`src/rtl/ssi_pkg.sv`:
```
// Shared types and constants for the sorted set insert/lookup core.
package ssi_pkg;

  localparam int KEY_W    = 64;
  localparam int OP_W     = 2;
  localparam int SIZE_W   = 9;
  localparam int RES_W    = SIZE_W + 2;
  localparam int M_DATA_W = ((RES_W + 7) / 8) * 8;

  localparam logic [OP_W-1:0] OP_ADD   = 2'd0;
  localparam logic [OP_W-1:0] OP_TEST  = 2'd1;
  localparam logic [OP_W-1:0] OP_CLEAR = 2'd2;

  typedef struct packed {
    logic [SIZE_W-1:0] size;
    logic              full_res;
    logic              found;
  } ssi_res_t;

endpackage

```
`src/rtl/ssi_engine.sv`:
```
// Sequencer: lower-bound search, shift-up and insert over the key RAM.
module ssi_engine #(
  parameter int CAPACITY = 256
) (
  input  logic                          clk,
  input  logic                          rst,
  input  logic                          in_valid,
  output logic                          in_ready,
  input  logic [ssi_pkg::OP_W-1:0]      in_op,
  input  logic [ssi_pkg::KEY_W-1:0]     in_key,
  output logic                          res_valid,
  input  logic                          res_ready,
  output ssi_pkg::ssi_res_t             res,
  output logic                          ram_we,
  output logic [$clog2(CAPACITY)-1:0]   ram_waddr,
  output logic [ssi_pkg::KEY_W-1:0]     ram_wdata,
  output logic [$clog2(CAPACITY)-1:0]   ram_raddr,
  input  logic [ssi_pkg::KEY_W-1:0]     ram_rdata
);

  localparam int AW = $clog2(CAPACITY);
  localparam int CW = $clog2(CAPACITY + 1);
  localparam logic [CW-1:0] CAP_CNT = CW'(CAPACITY);
  localparam logic [CW-1:0] CNT_ONE = CW'(1);

  localparam logic [2:0] S_IDLE  = 3'd0;
  localparam logic [2:0] S_SRCH  = 3'd1;
  localparam logic [2:0] S_CMP   = 3'd2;
  localparam logic [2:0] S_SHIFT = 3'd3;
  localparam logic [2:0] S_INS   = 3'd4;
  localparam logic [2:0] S_DONE  = 3'd5;

  logic [2:0]                  state;
  logic [CW-1:0]               count;
  logic [CW-1:0]               lo;
  logic [CW-1:0]               hi;
  logic [CW-1:0]               mid;
  logic [CW-1:0]               cur;
  logic                        pend;
  logic [AW-1:0]               pend_addr;
  logic                        hit;
  logic                        full;
  logic [ssi_pkg::OP_W-1:0]    op;
  logic [ssi_pkg::KEY_W-1:0]   key;
  logic [CW-1:0]               mid_next;
  logic [CW-1:0]               cur_dec;

  assign mid_next = lo + ((hi - lo) >> 1);
  assign cur_dec  = cur - CNT_ONE;

  assign in_ready      = (state == S_IDLE);
  assign res_valid     = (state == S_DONE);
  assign res.found     = hit;
  assign res.full_res  = full;
  assign res.size      = ssi_pkg::SIZE_W'(count);

  always_comb begin
    ram_we    = 1'b0;
    ram_waddr = pend_addr;
    ram_wdata = ram_rdata;
    ram_raddr = mid_next[AW-1:0];
    case (state)
      S_SHIFT: begin
        ram_we    = pend;
        ram_raddr = cur_dec[AW-1:0];
      end
      S_INS: begin
        ram_we    = 1'b1;
        ram_waddr = lo[AW-1:0];
        ram_wdata = key;
      end
      default: begin
      end
    endcase
  end

  always_ff @(posedge clk) begin
    if (rst) begin
      state <= S_IDLE;
      count <= '0;
      pend  <= 1'b0;
    end else begin
      case (state)
        S_IDLE: begin
          if (in_valid) begin
            op   <= in_op;
            key  <= in_key;
            hit  <= 1'b0;
            full <= 1'b0;
            lo   <= '0;
            hi   <= count;
            if (in_op == ssi_pkg::OP_ADD || in_op == ssi_pkg::OP_TEST) begin
              state <= S_SRCH;
            end else begin
              if (in_op == ssi_pkg::OP_CLEAR) begin
                count <= '0;
              end
              state <= S_DONE;
            end
          end
        end
        S_SRCH: begin
          if (lo < hi) begin
            mid   <= mid_next;
            state <= S_CMP;
          end else if (hit || op != ssi_pkg::OP_ADD) begin
            state <= S_DONE;
          end else if (count >= CAP_CNT) begin
            full  <= 1'b1;
            state <= S_DONE;
          end else begin
            cur   <= count;
            pend  <= 1'b0;
            state <= S_SHIFT;
          end
        end
        S_CMP: begin
          // keys are distinct, so an equal probe is the lower bound itself
          if (ram_rdata < key) begin
            lo <= mid + CNT_ONE;
          end else begin
            hi <= mid;
          end
          if (ram_rdata == key) begin
            hit <= 1'b1;
          end
          state <= S_SRCH;
        end
        S_SHIFT: begin
          // read cur-1 now, write it to cur next cycle
          if (cur > lo) begin
            pend      <= 1'b1;
            pend_addr <= cur[AW-1:0];
            cur       <= cur_dec;
          end else begin
            pend  <= 1'b0;
            state <= S_INS;
          end
        end
        S_INS: begin
          count <= count + CNT_ONE;
          state <= S_DONE;
        end
        S_DONE: begin
          if (res_ready) begin
            state <= S_IDLE;
          end
        end
        default: begin
          state <= S_IDLE;
        end
      endcase
    end
  end

endmodule

```
`config.mk`:
```
export PLATFORM = sky130hd
export DESIGN_NAME = ssi_engine
export DESIGN_NICKNAME = d
export VERILOG_FILES = /design/src/rtl/ssi_pkg.sv /design/src/rtl/ssi_engine.sv
export SDC_FILE = /design/constraint.sdc
export NUM_CORES = 1
export LEC_CHECK = 0
export BUFFER_PORTS_ARGS = -buffer_cell sky130_fd_sc_hd__buf_2
export CAP_MARGIN = 10
export CORE_ASPECT_RATIO = 1.1
export CORE_UTILIZATION = 45
export CTS_BUF_LIST = sky130_fd_sc_hd__clkbuf_2 sky130_fd_sc_hd__clkbuf_4 sky130_fd_sc_hd__clkbuf_8
export DETAILED_ROUTE_END_ITERATION = 8
export PLACE_DENSITY = 0.73
export SYNTH_ARGS = -nofsm -noshare
export SYNTH_HDL_FRONTEND = slang
export SYNTH_SLANG_ARGS = --single-unit
export TNS_END_PERCENT = 1
```
`constraint.sdc`:
```
create_clock -name clk -period 4.26 [get_ports clk]
set_input_delay 0 -clock clk [delete_from_list [all_inputs] [get_ports clk]]
set_output_delay 0 -clock clk [all_outputs]
set_load 0.01 [all_outputs]
```
* Word-level counts from Yosys, hierarchy flattened
Index checks and enable logic that the tools add are counted.
** Storage, ports and cells
- Bits of input ports :: 134
- Output and inout port bits :: 94
- Word-level logic and storage cells :: 102
- Register bits after elaboration :: 125
** Operators by class
- Magnitude comparators :: 4
- Muxes and demuxes :: 39
- Add/subtract/negate cells :: 5
- Bitwise gates (word level) :: 1
- Equal/unequal tests :: 21
- Reductions and logical operators :: 20
** Operator list (number)
- 9-bit 2-to-1 mux :: 11
- 9-bit case mux with 2 select lines :: 4
- 64-bit equality test :: 1
- 64-bit less-than comparator :: 1
- 64-bit 2-to-1 mux :: 1
- 2-bit inequality test, second input constant :: 11
- 3-bit 2-to-1 mux :: 7
- 4-bit AND reduction :: 5
- 9-bit by 1-bit adder with 9-bit output, second input constant :: 2
- 3-bit case mux with 6 select lines :: 1
- 8-bit 2-to-1 mux :: 2
- 3-bit AND reduction :: 4
- 6-bit AND reduction :: 2
- 2-bit nonzero test :: 5
- 9-bit by 8-bit adder with 9-bit output :: 1
- 9-bit >= comparator, second input constant :: 1
- 9-bit > comparator :: 1
- 9-bit less-than comparator :: 1
- 1-bit 2-to-1 mux :: 9
- 9-bit by 1-bit subtractor with 9-bit output, second input constant :: 1
- 9-bit subtractor :: 1
- 1-bit case mux with 2 select lines :: 4
- 3-bit by 2-bit equality test with 1-bit output, second input constant :: 2
- 3-bit equality test, second input constant :: 2
- other kinds (8) :: 10

* Depth between registers and ports, before layout
- Depth after elaboration :: 5
- Gate-level depth with buffers :: 15
- Gate-level depth less buffers :: 15

* Least setup slack after synthesis
Ideal clock, no wire load.
- Kind :: flip-flop to flip-flop
- Start :: register state[2]
- End :: register key[0] (netlist name) (enable)
- Arrival time :: 3808 ps
- Slack :: -39 ps
- Data required time :: 3769 ps
- Cell stages (with the launch flop) :: 7
- Period minus slack after synthesis :: 4299 ps
- Cell sequence :: dfxtp_1 > buf_2 > nor2_1 > nand2_1 > inv_1 > buf_1 > nor2_1
** Between the ends
- Cells in the longest elaborated chain, start to end :: 2
** Ends and longest elaborated chain
- start: declaration :: RTL line ssi_engine.sv:33 : logic [2:0] state;
- start signal: assignment :: RTL line ssi_engine.sv:79 : state <= S_IDLE;
- start signal: assignment :: RTL line ssi_engine.sv:93 : state <= S_SRCH;
- start signal: assignment :: RTL line ssi_engine.sv:98 : state <= S_DONE;
- 3-bit logical NOT :: RTL line ssi_engine.sv:83 : case (state)
- 3-bit AND reduction (no line)
- end signal: assignment :: RTL line ssi_engine.sv:87 : key <= in_key;
- end: declaration :: RTL line ssi_engine.sv:44 : logic [ssi_pkg::KEY_W-1:0] key;
Every way passes these cells.
A chain may end at the register's enable or synchronous reset.

* Worst setup path in the final report
- Start :: register lo[0]
- End :: output port ram_raddr[7]
** Between the ends
- Cells in the longest elaborated chain, start to end :: 3
** Ends and longest elaborated chain
- start: declaration :: RTL line ssi_engine.sv:35 : logic [CW-1:0] lo;
- start signal: assignment :: RTL line ssi_engine.sv:120 : lo <= mid + CNT_ONE;
- 9-bit subtractor :: RTL line ssi_engine.sv:48 : assign mid_next = lo + ((hi - lo) >> 1);
- 9-bit by 8-bit adder with 9-bit output (*) :: RTL line ssi_engine.sv:48
- via mid_next[7] :: RTL line ssi_engine.sv:45 : logic [CW-1:0] mid_next;
- 8-bit 2-to-1 mux (*) :: RTL line ssi_engine.sv:62 : case (state)
- end: declaration :: RTL line ssi_engine.sv:17 : output logic [$clog2(CAPACITY)-1:0] ram_raddr,
The timed path passes the listed nets; every way through them passes the cells marked *.

==> results.cfg <==
[run_status]
status = complete, no violations

[synth]
yosysTopAreaCell = edfxtp_1
async_flop_share_pct = 0
seq_area_frac_synth_pct = 45.0
yosys.area.top_type_share_pct = 41.8
synth_seq_cells = 125
synthFlopType = edfxtp_1
postSynthAreaPerCell_um2 = 10.8
synth_cells = 747
syn-num-nets = 977
ys.warnings.count = 0
yosys-top-cells-area = edfxtp_1 (42%), ha_1 (15%), mux2_2 (9.9%)
ys_types = 55
synth-edff-count = 112
syn-cell-area_um2 = 8050

[hold_path]
hp-class = input pin to flop

[clock_network]
clk_latency_ps = 450
cts_root_buffer = clkbuf_8
numCtsBuffers = 17
clkTransAtPathRegs_ps = 80
clock-sinks = 125
clockBufferDepth = 2
htree_num_levels = 4
cts_setup_buffers = 0
cts_tree = built

[power]
p_sw_share_pct = 32.6
ir_worst_vdd_mv = 0.242
pwr-share-comb_pct = 35.1
p_leak_nw = 4.80
power.share.clock_pct = 27.6
pwr-share-seq_pct = 37.3
powerDensity_nw_per_um2 = 397
p_int_w = 0.00283
p_switching_w = 0.00137

[worst_setup_path]
cp-end-kind = output pin
start_kind = flop
worstPathArrival_ps = 3650
crit_required_ps = 4260
critPathMaxFanout = 4
crit_type = flop to output pin

[drt]
detail_route.wl_per_cell_um = 16.6
ant_nets = 0
drc_errors = 0
route.vias.total = 6681
first_pass_iters = 5
routed_via_density = 5.18
drt_iter0_markers = 253
routed_wl_mm = 21.4

[flow_run]
maxCapViolCount = 0

[finish]
fin_nets = 1274
final_util_pct = 61.2
layout-drive-gt1-share_pct = 32.6
final_area_um2 = 10600
mostFrequentLayoutCell = buf_2
diodes = 0
final_cell_mix = buf_2 (227), edfxtp_1 (112), ha_1 (94)
syn_to_final_growth_pct = 31.3

[floorplan]
core_um2 = 17300
die_w_um = 130
die_y_um = 142
dieArea_um2 = 18400
rows = 50
io_pins = 228
start_util_pct = 46.6

[place]
gp_congestion = 0.835
dp_hpwl_mm = 15.9
place_area_um2 = 9470
portBuffers = 227

[timing]
fmax_mhz = 274
drv_slew = 0
max-slew-margin-rel_pct = 43.5
skew_ps = 15.3
rsz0062_at_grt = false
fin_crit_ps = 3650
setup_viol = 0
worstMarginPinSlew_ps = 844
finalCritPeriodShare_pct = 85.6
tns_ps = 0
holdWs_ps = 29.2
hold_viol = 0

[global_route]
grt_pass1_vias = 6563
gr-total-overflow = 0
antenna_found_initial = 0
grt.total_usage_pct = 23.3
grt_pass1_wl_mm = 32.3
grt_start_max_net_pins = 67
## what timing repair did
action                    4_1_cts  5_1_grt
hold endpoints to repair       70        0
gates resized for setup         0        0
hold buffers                   67        0
## layout make-up
| type | instances | area, um^2 |
|---|---|---|
| Fill cell | 1409 | 6700 |
| Multi-Input combinational cell | 514 | 4020 |
| Sequential cell | 125 | 3620 |
| Timing Repair Buffer | 299 | 1870 |
| Inverter | 87 | 327 |
| Tap cell | 234 | 293 |
| Clock buffer | 20 | 263 |
| Clock inverter | 12 | 169 |
## kinds of logic (layout without fill, tap and decap cells)
family,after synthesis,count (layout),share of synthesized area (%)
AO/OA/AOI/OAI,123,123,9.73
XOR/XNOR,32,32,3.48
buffers and inverters,108,418,5.18
adder cells (fa/ha/maj),96,96,15.1
AND/OR/NAND/NOR,192,192,11.5
multiplexers,71,71,9.93
flip-flops,125,125,45.0
## Yosys cell counts, types with 2 or more instances
cell and number:
edfxtp_1 112, ha_1 94, inv_1 87, mux2_2 71
nor2_1 57, nand2_1 56, a21oi_1 41, o21ai_0 25
xor2_1 21, nand3_1 17, clkbuf_1 14, dfxtp_1 13
nand4_1 12, nor3_1 11, xnor2_1 11, a21o_1 9
and3_1 8, o21a_1 8, a211oi_1 7, and4_1 5
nor2b_1 5, nand2b_1 4, o21bai_1 4, or4_1 4
buf_2 3, o21ba_2 3, o22ai_1 3, or3_1 3
a211o_1 2, a2bb2oi_1 2, a31oi_1 2, and3b_1 2
buf_1 2, buf_4 2, fa_1 2, nand4_2 2
nor4_1 2, o211ai_1 2, o221ai_1 2, o31a_1 2
## sequential cells by signal, indices dropped and copies added, names as in the netlist
register and flops:
hit 1, mid 9, op 2, cur 9, pend_addr 8, count 9
key 64, pend 1, full 1, hi 9, lo 9, state 3
## power groups by stage
stage	combinational, W	clock (W)	sequential, W
after floorplan	0.000939	0	0.00156
after global placement	0.00139	0	0.00158
after detailed placement	0.00141	0	0.00159
after CTS	0.00147	0.00117	0.00156
after global routing	0.00162	0.00123	0.00158
final	0.00147	0.00116	0.00156
## critical path, stage by stage (launching register included)
cell and delay (ps):
edfxtp_1 450, ha_1 270, fa_1 420, nor2b_1 120, o21ai_0 90, nand2b_1 160
a21o_1 130, a21oi_1 70, xnor2_1 140, ha_1 340, nand2_1 60, o21ai_0 210
a21oi_1 120, xnor2_1 310, o21ba_2 190, buf_2 120
## per-stage QoR
stage | setup WS, ps | cells | total power [W]
finish | 612 | 1291 | 0.00419
global route | 378 | 1291 | 0.00443
CTS | 609 | 1291 | 0.00420
detailed placement | 802 | 1192 | 0.00300
global placement | 878 | 1192 | 0.00298
floorplan | 1070 | 747 | 0.00250
## path summary, 6_finish.rpt
path	to	slack, ps	cells after the start	from
setup / recovery	ram_raddr[7]	610	15	lo[0]
hold / removal	state[0]	30	4	res_ready
setup reg to reg	cur[3]	800	9	lo[1]
hold reg to reg	pend	530	2	pend
## per-layer routing
metal	GRT usage, %	up-vias	routed length (um)
met5	0	-	0
met4	9.12	0	525
met3	5.15	40	1210
met2	43.2	219	11100
met1	25.7	3126	8590
li1	-	3296	-
(Power assumes the default switching activity.)
